`src/rtl/core/spd_pkg.sv`:
```
// Types and constants of the servo PWM pulse decoder.
package spd_pkg;

  // Acceptance window for a pulse
  localparam logic [15:0] PulseLoUs  = 16'd500;
  localparam logic [15:0] PulseHiUs  = 16'd2500;
  localparam logic [15:0] PeriodLoUs = 16'd10000;
  localparam logic [15:0] PeriodHiUs = 16'd30000;
  localparam logic [1:0]  GoodNeeded = 2'd3;

  // Configuration port
  localparam int unsigned CfgIdxW  = 3;
  localparam int unsigned CfgDataW = 20;
  localparam int unsigned PosW     = 20;

  localparam logic [CfgIdxW-1:0] CfgTimeoutMs   = 3'd0;
  localparam logic [CfgIdxW-1:0] CfgMinPulseUs  = 3'd1;
  localparam logic [CfgIdxW-1:0] CfgMaxPulseUs  = 3'd2;
  localparam logic [CfgIdxW-1:0] CfgMinPosMdeg  = 3'd3;
  localparam logic [CfgIdxW-1:0] CfgMaxPosMdeg  = 3'd4;

  localparam logic [15:0]     RstTimeoutMs  = 16'd100;
  localparam logic [15:0]     RstMinPulseUs = 16'd1000;
  localparam logic [15:0]     RstMaxPulseUs = 16'd2000;
  localparam logic [PosW-1:0] RstMinPosMdeg = 20'hEA070;  // -90000
  localparam logic [PosW-1:0] RstMaxPosMdeg = 20'h15F90;  //  90000

  // Quotient bits of the position divider; |quotient| never exceeds 2^20
  localparam int unsigned QuotBits = 21;

  // One decoded item handed from the front to the back
  typedef struct packed {
    logic [15:0] width;
    logic [15:0] period;
    logic        valid;
  } spd_item_t;

  // Position mapping settings
  typedef struct packed {
    logic [15:0]     min_pulse;
    logic [15:0]     max_pulse;
    logic [PosW-1:0] min_pos;
    logic [PosW-1:0] max_pos;
  } spd_map_cfg_t;

endpackage

```
`src/rtl/core/spd_front.sv`:
```
// Front end: edge pairing, pulse qualification and timeout tracking.
module spd_front import spd_pkg::*; (
  input  logic        clk_i,
  input  logic        rst_ni,
  input  logic [15:0] timeout_ms_i,
  input  logic        in_valid_i,
  output logic        in_ready_o,
  input  logic        kind_i,
  input  logic [15:0] edge_time_i,
  input  logic [31:0] now_ms_i,
  output logic        push_valid_o,
  input  logic        push_ready_i,
  output spd_item_t   push_item_o
);

  logic        expect_fall_q, expect_fall_d;
  logic        rise_seen_q, rise_seen_d;
  logic [15:0] rise_stamp_q, rise_stamp_d;
  logic [15:0] meas_period_q, meas_period_d;
  logic [1:0]  good_cnt_q, good_cnt_d;
  logic [15:0] held_width_q, held_width_d;
  logic [15:0] held_period_q, held_period_d;
  logic [31:0] last_good_q, last_good_d;
  logic        valid_q, valid_d;

  logic [15:0] width;
  logic [31:0] elapsed;
  logic        pulse_ok;
  logic        accept;

  assign accept       = in_valid_i && push_ready_i;
  assign in_ready_o   = push_ready_i;
  assign push_valid_o = in_valid_i;

  assign width    = edge_time_i - rise_stamp_q;
  assign elapsed  = now_ms_i - last_good_q;
  assign pulse_ok = rise_seen_q && (width >= PulseLoUs) && (width <= PulseHiUs) &&
                    (meas_period_q >= PeriodLoUs) && (meas_period_q <= PeriodHiUs);

  // Next state for the item on the inputs
  always_comb begin
    expect_fall_d = expect_fall_q;
    rise_seen_d   = rise_seen_q;
    rise_stamp_d  = rise_stamp_q;
    meas_period_d = meas_period_q;
    good_cnt_d    = good_cnt_q;
    held_width_d  = held_width_q;
    held_period_d = held_period_q;
    last_good_d   = last_good_q;
    valid_d       = valid_q;
    if (!kind_i) begin
      if (!expect_fall_q) begin
        // rising edge: period from previous rise
        rise_stamp_d = edge_time_i;
        if (rise_seen_q) begin
          meas_period_d = edge_time_i - rise_stamp_q;
        end
        rise_seen_d   = 1'b1;
        expect_fall_d = 1'b1;
      end else begin
        // falling edge: qualify pulse
        if (pulse_ok) begin
          held_width_d  = width;
          held_period_d = meas_period_q;
          last_good_d   = now_ms_i;
          good_cnt_d    = (good_cnt_q == GoodNeeded) ? good_cnt_q : good_cnt_q + 2'd1;
          valid_d       = (good_cnt_d == GoodNeeded);
        end else begin
          good_cnt_d = '0;
          valid_d    = 1'b0;
        end
        expect_fall_d = 1'b0;
      end
    end else if (elapsed > {16'd0, timeout_ms_i}) begin
      good_cnt_d = '0;
      valid_d    = 1'b0;
    end
  end

  assign push_item_o.width  = held_width_d;
  assign push_item_o.period = held_period_d;
  assign push_item_o.valid  = valid_d;

  // State registers
  always_ff @(posedge clk_i or negedge rst_ni) begin
    if (!rst_ni) begin
      expect_fall_q <= 1'b0;
      rise_seen_q   <= 1'b0;
      rise_stamp_q  <= '0;
      meas_period_q <= '0;
      good_cnt_q    <= '0;
      held_width_q  <= '0;
      held_period_q <= '0;
      last_good_q   <= '0;
      valid_q       <= 1'b0;
    end else if (accept) begin
      expect_fall_q <= expect_fall_d;
      rise_seen_q   <= rise_seen_d;
      rise_stamp_q  <= rise_stamp_d;
      meas_period_q <= meas_period_d;
      good_cnt_q    <= good_cnt_d;
      held_width_q  <= held_width_d;
      held_period_q <= held_period_d;
      last_good_q   <= last_good_d;
      valid_q       <= valid_d;
    end
  end

endmodule

```
`src/rtl/core/spd_queue.sv`:
```
// Small FIFO decoupling the front from the position back end.
module spd_queue import spd_pkg::*; #(
  parameter int unsigned Depth = 2
) (
  input  logic      clk_i,
  input  logic      rst_ni,
  input  logic      push_valid_i,
  output logic      push_ready_o,
  input  spd_item_t push_item_i,
  output logic      pop_valid_o,
  input  logic      pop_ready_i,
  output spd_item_t pop_item_o
);

  localparam int unsigned PtrW = $clog2(Depth);
  localparam int unsigned CntW = $clog2(Depth + 1);

  spd_item_t       mem_q [Depth];
  logic [PtrW-1:0] wr_ptr_q, rd_ptr_q;
  logic [CntW-1:0] cnt_q;
  logic            push, pop;

  assign push_ready_o = (cnt_q != CntW'(Depth));
  assign pop_valid_o  = (cnt_q != '0);
  assign pop_item_o   = mem_q[rd_ptr_q];
  assign push         = push_valid_i && push_ready_o;
  assign pop          = pop_ready_i && pop_valid_o;

  // Storage
  always_ff @(posedge clk_i) begin
    if (push) begin
      mem_q[wr_ptr_q] <= push_item_i;
    end
  end

  // Pointers and fill level
  always_ff @(posedge clk_i or negedge rst_ni) begin
    if (!rst_ni) begin
      wr_ptr_q <= '0;
      rd_ptr_q <= '0;
      cnt_q    <= '0;
    end else begin
      if (push) begin
        wr_ptr_q <= (wr_ptr_q == PtrW'(Depth - 1)) ? '0 : wr_ptr_q + 1'b1;
      end
      if (pop) begin
        rd_ptr_q <= (rd_ptr_q == PtrW'(Depth - 1)) ? '0 : rd_ptr_q + 1'b1;
      end
      if (push && !pop) begin
        cnt_q <= cnt_q + 1'b1;
      end else if (pop && !push) begin
        cnt_q <= cnt_q - 1'b1;
      end
    end
  end

endmodule

```
`src/rtl/core/spd_back.sv`:
```
// Back end: width-to-position mapping with a serial divider, output register.
module spd_back import spd_pkg::*; (
  input  logic            clk_i,
  input  logic            rst_ni,
  input  spd_map_cfg_t    map_cfg_i,
  input  logic            item_valid_i,
  output logic            item_ready_o,
  input  spd_item_t       item_i,
  output logic            out_valid_o,
  input  logic            out_ready_i,
  output logic [15:0]     pulse_width_us_o,
  output logic [15:0]     period_us_o,
  output logic            signal_valid_o,
  output logic [PosW-1:0] position_mdeg_o
);

  localparam int unsigned ProdW = 38;
  localparam int unsigned MagW  = 37;
  localparam int unsigned CntW  = $clog2(QuotBits);

  localparam logic [2:0] StIdle = 3'd0;
  localparam logic [2:0] StMul  = 3'd1;
  localparam logic [2:0] StPrep = 3'd2;
  localparam logic [2:0] StDiv  = 3'd3;
  localparam logic [2:0] StDone = 3'd4;

  logic [2:0]              state_q, state_d;
  spd_item_t               item_q;
  logic signed [16:0]      diff_q, span_q;
  logic signed [20:0]      dpos_q;
  logic signed [ProdW-1:0] prod_q;
  logic                    neg_q;
  logic [15:0]             div_q;
  logic [15:0]             rem_q;
  logic [QuotBits-1:0]     quo_q;
  logic [CntW-1:0]         cnt_q;

  logic                    out_valid_q;
  logic [15:0]             out_width_q, out_period_q;
  logic                    out_sig_q;
  logic [PosW-1:0]         out_pos_q;

  logic [15:0]             p_lo, p_clamp;
  logic signed [16:0]      diff, span;
  logic signed [20:0]      dpos;
  logic [ProdW-1:0]        mag;
  logic [16:0]             trial;
  logic                    ge;
  logic signed [QuotBits:0] quo_s;
  logic signed [QuotBits:0] pos_sum;
  logic                    out_load;

  // Clamp and span of the incoming item
  assign p_lo    = (item_i.width < map_cfg_i.min_pulse) ? map_cfg_i.min_pulse : item_i.width;
  assign p_clamp = (p_lo > map_cfg_i.max_pulse) ? map_cfg_i.max_pulse : p_lo;
  assign diff    = $signed({1'b0, p_clamp}) - $signed({1'b0, map_cfg_i.min_pulse});
  assign span    = $signed({1'b0, map_cfg_i.max_pulse}) - $signed({1'b0, map_cfg_i.min_pulse});
  assign dpos    = $signed({map_cfg_i.max_pos[PosW-1], map_cfg_i.max_pos})
                 - $signed({map_cfg_i.min_pos[PosW-1], map_cfg_i.min_pos});

  // Divider step
  assign mag   = prod_q[ProdW-1] ? 38'(-prod_q) : 38'(prod_q);
  assign trial = {rem_q, quo_q[QuotBits-1]};
  assign ge    = (trial >= {1'b0, div_q});

  // Final position
  assign quo_s   = neg_q ? -$signed({1'b0, quo_q}) : $signed({1'b0, quo_q});
  assign pos_sum = $signed({{(QuotBits + 1 - PosW){map_cfg_i.min_pos[PosW-1]}},
                            map_cfg_i.min_pos}) + quo_s;

  assign item_ready_o = (state_q == StIdle);
  assign out_load     = (state_q == StDone) && (!out_valid_q || out_ready_i);

  // Sequencer
  always_comb begin
    state_d = state_q;
    unique case (state_q)
      StIdle: begin
        if (item_valid_i) begin
          state_d = (!item_i.valid || span == '0) ? StDone : StMul;
        end
      end
      StMul:  state_d = StPrep;
      StPrep: state_d = StDiv;
      StDiv: begin
        if (cnt_q == CntW'(QuotBits - 1)) begin
          state_d = StDone;
        end
      end
      StDone: begin
        if (out_load) begin
          state_d = StIdle;
        end
      end
      default: state_d = StIdle;
    endcase
  end

  always_ff @(posedge clk_i or negedge rst_ni) begin
    if (!rst_ni) begin
      state_q <= StIdle;
    end else begin
      state_q <= state_d;
    end
  end

  // Datapath
  always_ff @(posedge clk_i) begin
    case (state_q)
      StIdle: begin
        item_q <= item_i;
        diff_q <= diff;
        span_q <= span;
        dpos_q <= dpos;
        quo_q  <= '0;
        neg_q  <= 1'b0;
      end
      StMul: begin
        prod_q <= diff_q * dpos_q;
        neg_q  <= diff_q[16] ^ dpos_q[20] ^ span_q[16];
        div_q  <= span_q[16] ? 16'(-span_q) : span_q[15:0];
      end
      StPrep: begin
        rem_q <= mag[MagW-1:QuotBits];
        quo_q <= mag[QuotBits-1:0];
        cnt_q <= '0;
      end
      StDiv: begin
        rem_q <= ge ? 16'(trial - {1'b0, div_q}) : trial[15:0];
        quo_q <= {quo_q[QuotBits-2:0], ge};
        cnt_q <= cnt_q + 1'b1;
      end
      default: ;
    endcase
  end

  // Output register
  always_ff @(posedge clk_i or negedge rst_ni) begin
    if (!rst_ni) begin
      out_valid_q <= 1'b0;
    end else if (out_load) begin
      out_valid_q <= 1'b1;
    end else if (out_ready_i) begin
      out_valid_q <= 1'b0;
    end
  end

  always_ff @(posedge clk_i) begin
    if (out_load) begin
      out_width_q  <= item_q.width;
      out_period_q <= item_q.period;
      out_sig_q    <= item_q.valid;
      out_pos_q    <= item_q.valid ? pos_sum[PosW-1:0] : '0;
    end
  end

  assign out_valid_o      = out_valid_q;
  assign pulse_width_us_o = out_width_q;
  assign period_us_o      = out_period_q;
  assign signal_valid_o   = out_sig_q;
  assign position_mdeg_o  = out_pos_q;

endmodule

```
`src/rtl/core/servo_pwm_pulse_decoder_unit.sv`:
```
// Servo PWM pulse decoder: top level with configuration registers.
// Decodes RC servo pulses from 16-bit microsecond edge stamps (rising then falling) and
// tick items, giving one result per item: held width and period, the valid flag and the
// position in millidegrees (0 while not valid). The front takes one item per cycle while
// the queue has room, into a QueueDepth-entry queue. The back end works one item at a
// time: it takes the next only once the last result is in the output register, where
// results wait while the queue keeps filling. For a valid signal with a non-zero pulse
// span it does a multiply, a magnitude and a 21-step restoring divider, one quotient bit
// per cycle. Configuration is written through cfg_we_i/cfg_idx_i/cfg_wdata_i and is to
// change only while no item is in flight; indexes above four are ignored.
module servo_pwm_pulse_decoder_unit import spd_pkg::*; #(
  parameter int unsigned QueueDepth = 2
) (
  input  logic                clk_i,
  input  logic                rst_ni,
  input  logic                cfg_we_i,
  input  logic [CfgIdxW-1:0]  cfg_idx_i,
  input  logic [CfgDataW-1:0] cfg_wdata_i,
  input  logic                in_valid_i,
  output logic                in_ready_o,
  input  logic                kind_i,
  input  logic [15:0]         edge_time_i,
  input  logic [31:0]         now_ms_i,
  output logic                out_valid_o,
  input  logic                out_ready_i,
  output logic [15:0]         pulse_width_us_o,
  output logic [15:0]         period_us_o,
  output logic                signal_valid_o,
  output logic [PosW-1:0]     position_mdeg_o
);

  logic [15:0]  timeout_q;
  spd_map_cfg_t map_cfg_q;

  logic         push_valid, push_ready, pop_valid, pop_ready;
  spd_item_t    push_item, pop_item;

  // Configuration registers
  always_ff @(posedge clk_i or negedge rst_ni) begin
    if (!rst_ni) begin
      timeout_q           <= RstTimeoutMs;
      map_cfg_q.min_pulse <= RstMinPulseUs;
      map_cfg_q.max_pulse <= RstMaxPulseUs;
      map_cfg_q.min_pos   <= RstMinPosMdeg;
      map_cfg_q.max_pos   <= RstMaxPosMdeg;
    end else if (cfg_we_i) begin
      unique case (cfg_idx_i)
        CfgTimeoutMs:  timeout_q           <= cfg_wdata_i[15:0];
        CfgMinPulseUs: map_cfg_q.min_pulse <= cfg_wdata_i[15:0];
        CfgMaxPulseUs: map_cfg_q.max_pulse <= cfg_wdata_i[15:0];
        CfgMinPosMdeg: map_cfg_q.min_pos   <= cfg_wdata_i;
        CfgMaxPosMdeg: map_cfg_q.max_pos   <= cfg_wdata_i;
        default: ;
      endcase
    end
  end

  spd_front u_front (
    .clk_i,
    .rst_ni,
    .timeout_ms_i (timeout_q),
    .in_valid_i,
    .in_ready_o,
    .kind_i,
    .edge_time_i,
    .now_ms_i,
    .push_valid_o (push_valid),
    .push_ready_i (push_ready),
    .push_item_o  (push_item)
  );

  spd_queue #(
    .Depth (QueueDepth)
  ) u_queue (
    .clk_i,
    .rst_ni,
    .push_valid_i (push_valid),
    .push_ready_o (push_ready),
    .push_item_i  (push_item),
    .pop_valid_o  (pop_valid),
    .pop_ready_i  (pop_ready),
    .pop_item_o   (pop_item)
  );

  spd_back u_back (
    .clk_i,
    .rst_ni,
    .map_cfg_i    (map_cfg_q),
    .item_valid_i (pop_valid),
    .item_ready_o (pop_ready),
    .item_i       (pop_item),
    .out_valid_o,
    .out_ready_i,
    .pulse_width_us_o,
    .period_us_o,
    .signal_valid_o,
    .position_mdeg_o
  );

endmodule

```
`config.mk`:
```
export PLATFORM = sky130hd
export DESIGN_NAME = servo_pwm_pulse_decoder_unit
export DESIGN_NICKNAME = d
export VERILOG_FILES = /design/src/rtl/core/spd_pkg.sv /design/src/rtl/core/spd_front.sv /design/src/rtl/core/spd_queue.sv /design/src/rtl/core/spd_back.sv /design/src/rtl/core/servo_pwm_pulse_decoder_unit.sv
export SDC_FILE = /design/constraint.sdc
export NUM_CORES = 2
export LEC_CHECK = 0
export BUFFER_PORTS_ARGS = -buffer_cell sky130_fd_sc_hd__buf_2
export CORE_ASPECT_RATIO = 1.5
export CORE_MARGIN = 5
export CORE_UTILIZATION = 67
export CTS_CLUSTER_SIZE = 10
export DETAILED_ROUTE_END_ITERATION = 16
export MAX_ROUTING_LAYER = met4
export PLACE_DENSITY = 0.87
export SLEW_MARGIN = 20
export SYNTH_ARGS = -nofsm -noshare
export SYNTH_HDL_FRONTEND = slang
export SYNTH_SLANG_ARGS = --single-unit
```
`constraint.sdc`:
```
create_clock -name clk_i -period 18.16 [get_ports clk_i]
set_input_delay 0.908 -clock clk_i [delete_from_list [all_inputs] [get_ports clk_i]]
set_output_delay 0.908 -clock clk_i [all_outputs]
set_load 0.05 [all_outputs]
```
==> impl_metrics.tcl <==
set metrics [dict create \
    status "finished clean" \
    worstSetupStartpointType "flip-flop" \
    fin_skew_ns 0.0510 \
    grt_max_degree 88 \
    ff2ff_path_depth 38 \
    synthesis.nets 4805 \
    hold_viol 0 \
    routed_via_density 6.10 \
    ir_drop_uv 163 \
    path_clk_slew_ns 0.06 \
    p_clk_frac 0.134 \
    ys_async_sr_fraction 0.393 \
    dp_hpwl_microns 79700 \
    gr-usage-met1 0.350 \
    cts_tree "done" \
    cellInternalPower_mw 4.35 \
    dp.cells 4895 \
    fp.dieH_microns 315 \
    synth_edf_count 304 \
    n_fill_cell 4209 \
    fmax_mhz 111 \
    cts_resized 0 \
    firstDrtPassIters 5 \
    synth.most_common_cell "inv_1" \
    post_cts_buffers 0 \
    grt_pass1_vias 32600 \
    fin_util 0.727 \
    p_sw_frac 0.450 \
    dieArea_sq_um 67100 \
    ys.flop_type "edfxtp_1" \
    slew_headroom 0.218 \
    clk_latency_ns 0.65 \
    hold_slack_ns 0.326 \
    grt_use_total 0.329 \
    min_period_ns 8.97 \
    yosysTopAreaCellShare 0.220 \
    cts_buffers 56 \
    crit_required_ns 18.51 \
    ctsHoldBuffers 0 \
    netlist_top_cells_area "edfxtp_1, fa_1, dfrtp_1, ha_1, inv_1" \
    p_total_mw 7.90 \
    drc 0 \
    setup_viol 0 \
    syn_area_sq_um 41500 \
    ys_seq_area_frac 0.340 \
    clock_sinks 501 \
    critPathKind "reg -> reg" \
    cap_violations 0 \
    antenna_found_initial 2 \
    busiest_layer "met2" \
    ant_nets 0 \
    combPwrFrac 0.622 \
    regToRegSetupSlack_ns 9.19 \
    p_per_area_nw_per_um2 177 \
    drv_slew 0 \
    endpoint_kind "flip-flop" \
    r2r-start "u_queue.rd_ptr_q$_DFFE_PN0P_" \
    min_path_type "in -> async" \
    worstPathArrival_ns 9.32 \
    synth_cell_types 85 \
    grt_pass1_wl_microns 169000 \
    power_frac_seq 0.244 \
    switchingPower_mw 3.55 \
    fin_setup_tns_ns 0 \
    synth_top_cell_by_area "edfxtp_1" \
    synth_cells 4085 \
    grt.met3_usage 0.0404 \
    synth_warnings 0 \
    syn_to_final_growth_pct 7.32 \
    drtIter0Drc 1970 \
    period_share 0.494 \
    core_sq_um 61200 \
    num-nets-final 4882 \
    regToRegEndpoint "u_back.diff_q[14]$_DFFE_PP_" \
    worst-path-max-fanout 43 \
    die_w_microns 213 \
    worstMarginPinSlew_ns 1.17 \
    grt-ovfl-total 0 \
    htreeDepth 2 \
    p_leak_nw 20.0 \
    drive_above_1_share 0.109 \
    syn_avg_cell_area_sq_um 10.2 \
    vias 30500 \
    portBuffers 131 \
    use_met2 0.582 \
    slowest_delay_ns 0.60 \
    cts_root_buf "clkbuf_16" \
    cpMostUsedCell "o21a_1" \
    io_pins 132 \
    wl_per_cell_microns 21.0 \
    gp_congestion 0.992 \
    routed_wl_microns 105000 \
    final_cells 5002 \
    netlist_top_cells_count "inv_1, nand2_1, fa_1" \
    crit_slowest_cell "o41ai_1" \
    rows 111 \
    grt_setup_unrepaired "false" \
    ys_ff_latch 501 \
    start_util 0.677 \
    clk_path_buf_depth 3 \
]
[through the flow]
stage	worst slack [ns]	cell area [sq um]
after global placement	9.39	42800
after global routing	8.61	44500
after floorplan	9.04	41500
final	9.19	44500
after CTS	9.22	44500
after detailed placement	9.31	42800
[cell type report]
class	instances	area [sq um]	area share
diodes	2	5.00	0.000112
clock buffers	101	1580	0.0355
clock inverters	4	87.6	0.00197
inverters	620	2330	0.0523
multi-input cells	2822	24500	0.551
flip-flops and latches	501	14100	0.317
well taps	791	990	0.0222
repair buffers	161	890	0.0200
[per-layer routing]
layer | wire length (microns) | part of all wire | vias to the layer above
met5 | 0 | 0 | -
met4 | 7870 | 0.075 | 0
met3 | 5520 | 0.053 | 419
met2 | 55600 | 0.53 | 1198
met1 | 36000 | 0.34 | 15000
li1 | - | - | 13900
[critical path: cells and delay by family (launching register included)]
family | cells | cell delay, ns
AO/OA/AOI/OAI | 23 | 4.51
buffers and inverters | 5 | 1.23
adder cells (fa/ha/maj) | 4 | 1.14
multiplexers | 2 | 0.82
AND/OR/NAND/NOR | 3 | 0.56
flip-flops | 1 | 0.33
XOR/XNOR | 1 | 0.07
[layout by cell type (no fill, tap or decap), types with 11 or more instances in the layout]
cell and n:
dfstp_2 32, mux2i_1 17, clkbuf_1 44, nand4_1 32
mux2_2 163, o21bai_1 11, o41ai_1 14, a21oi_1 157
ha_1 280, buf_2 130, edfxtp_1 304, a211oi_1 24
fa_1 363, nand2b_1 41, nor4_1 13, nor3_1 58
or3_1 46, xnor2_1 129, a21o_1 54, buf_4 30
a31oi_1 23, xor2_1 68, clkbuf_16 56, nand2_1 378
or4_1 12, nor2_1 191, inv_1 620, o31ai_1 30
o21a_1 37, or2_2 12, nand3_1 44, nor2b_1 33
and2_1 184, o21ai_0 188, o211ai_1 32, a21boi_0 15
dfrtp_1 165, and3_1 21
[state kept, by name (all words and copies together) (netlist names), 3 cells and up]
name	flops
map_cfg_q	72
timeout_q	16
u_back.cnt_q	5
u_back.diff_q	17
u_back.div_q	16
u_back.dpos_q	21
u_back.item_q	33
u_back.period_us_o	16
u_back.position_mdeg_o	20
u_back.prod_q	38
u_back.pulse_width_us_o	16
u_back.quo_q	21
u_back.rem_q	16
u_back.span_q	17
u_back.state_q	3
u_front.held_period_q	16
u_front.held_width_q	16
u_front.last_good_q	32
u_front.meas_period_q	16
u_front.rise_stamp_q	16
u_queue.mem_q	66
[worst max path at each step]
stage                                        startpoint                           end  slack [ns]  depth (start not counted)
after floorplan           u_back.state_q[1]$_DFFE_PN0P_  u_queue.cnt_q[1]$_DFFE_PN0P_        9.04                          5
after global placement     u_queue.rd_ptr_q$_DFFE_PN0P_   u_back.diff_q[14]$_DFFE_PP_        9.39                         38
after detailed placement   u_queue.rd_ptr_q$_DFFE_PN0P_   u_back.diff_q[14]$_DFFE_PP_        9.31                         38
after CTS                  u_queue.rd_ptr_q$_DFFE_PN0P_   u_back.diff_q[14]$_DFFE_PP_        9.22                         38
after global routing       u_queue.rd_ptr_q$_DFFE_PN0P_   u_back.diff_q[14]$_DFFE_PP_        8.61                         38
final                      u_queue.rd_ptr_q$_DFFE_PN0P_   u_back.diff_q[14]$_DFFE_PP_        9.19                         38
[power groups by stage]
stage	Combinational (mW)	Clock [mW]	Sequential, mW
after global placement	4.67	0	1.92
final	4.91	1.06	1.93
after CTS	4.86	1.07	1.92
after floorplan	3.66	0	1.85
after global routing	5.44	1.12	1.95
after detailed placement	4.81	0	1.94
[logic make-up after synthesis]
logic type	after synthesis	synth area share
and+or+nand+nor	1118	0.134
buffers and inverters	762	0.0696
AOI/OAI and AO/OA	674	0.104
adders and majority gates	643	0.260
DFF	501	0.340
xor gates and xnor gates	197	0.0416
muxes	190	0.0512
Power figures use the tool's default switching activity.
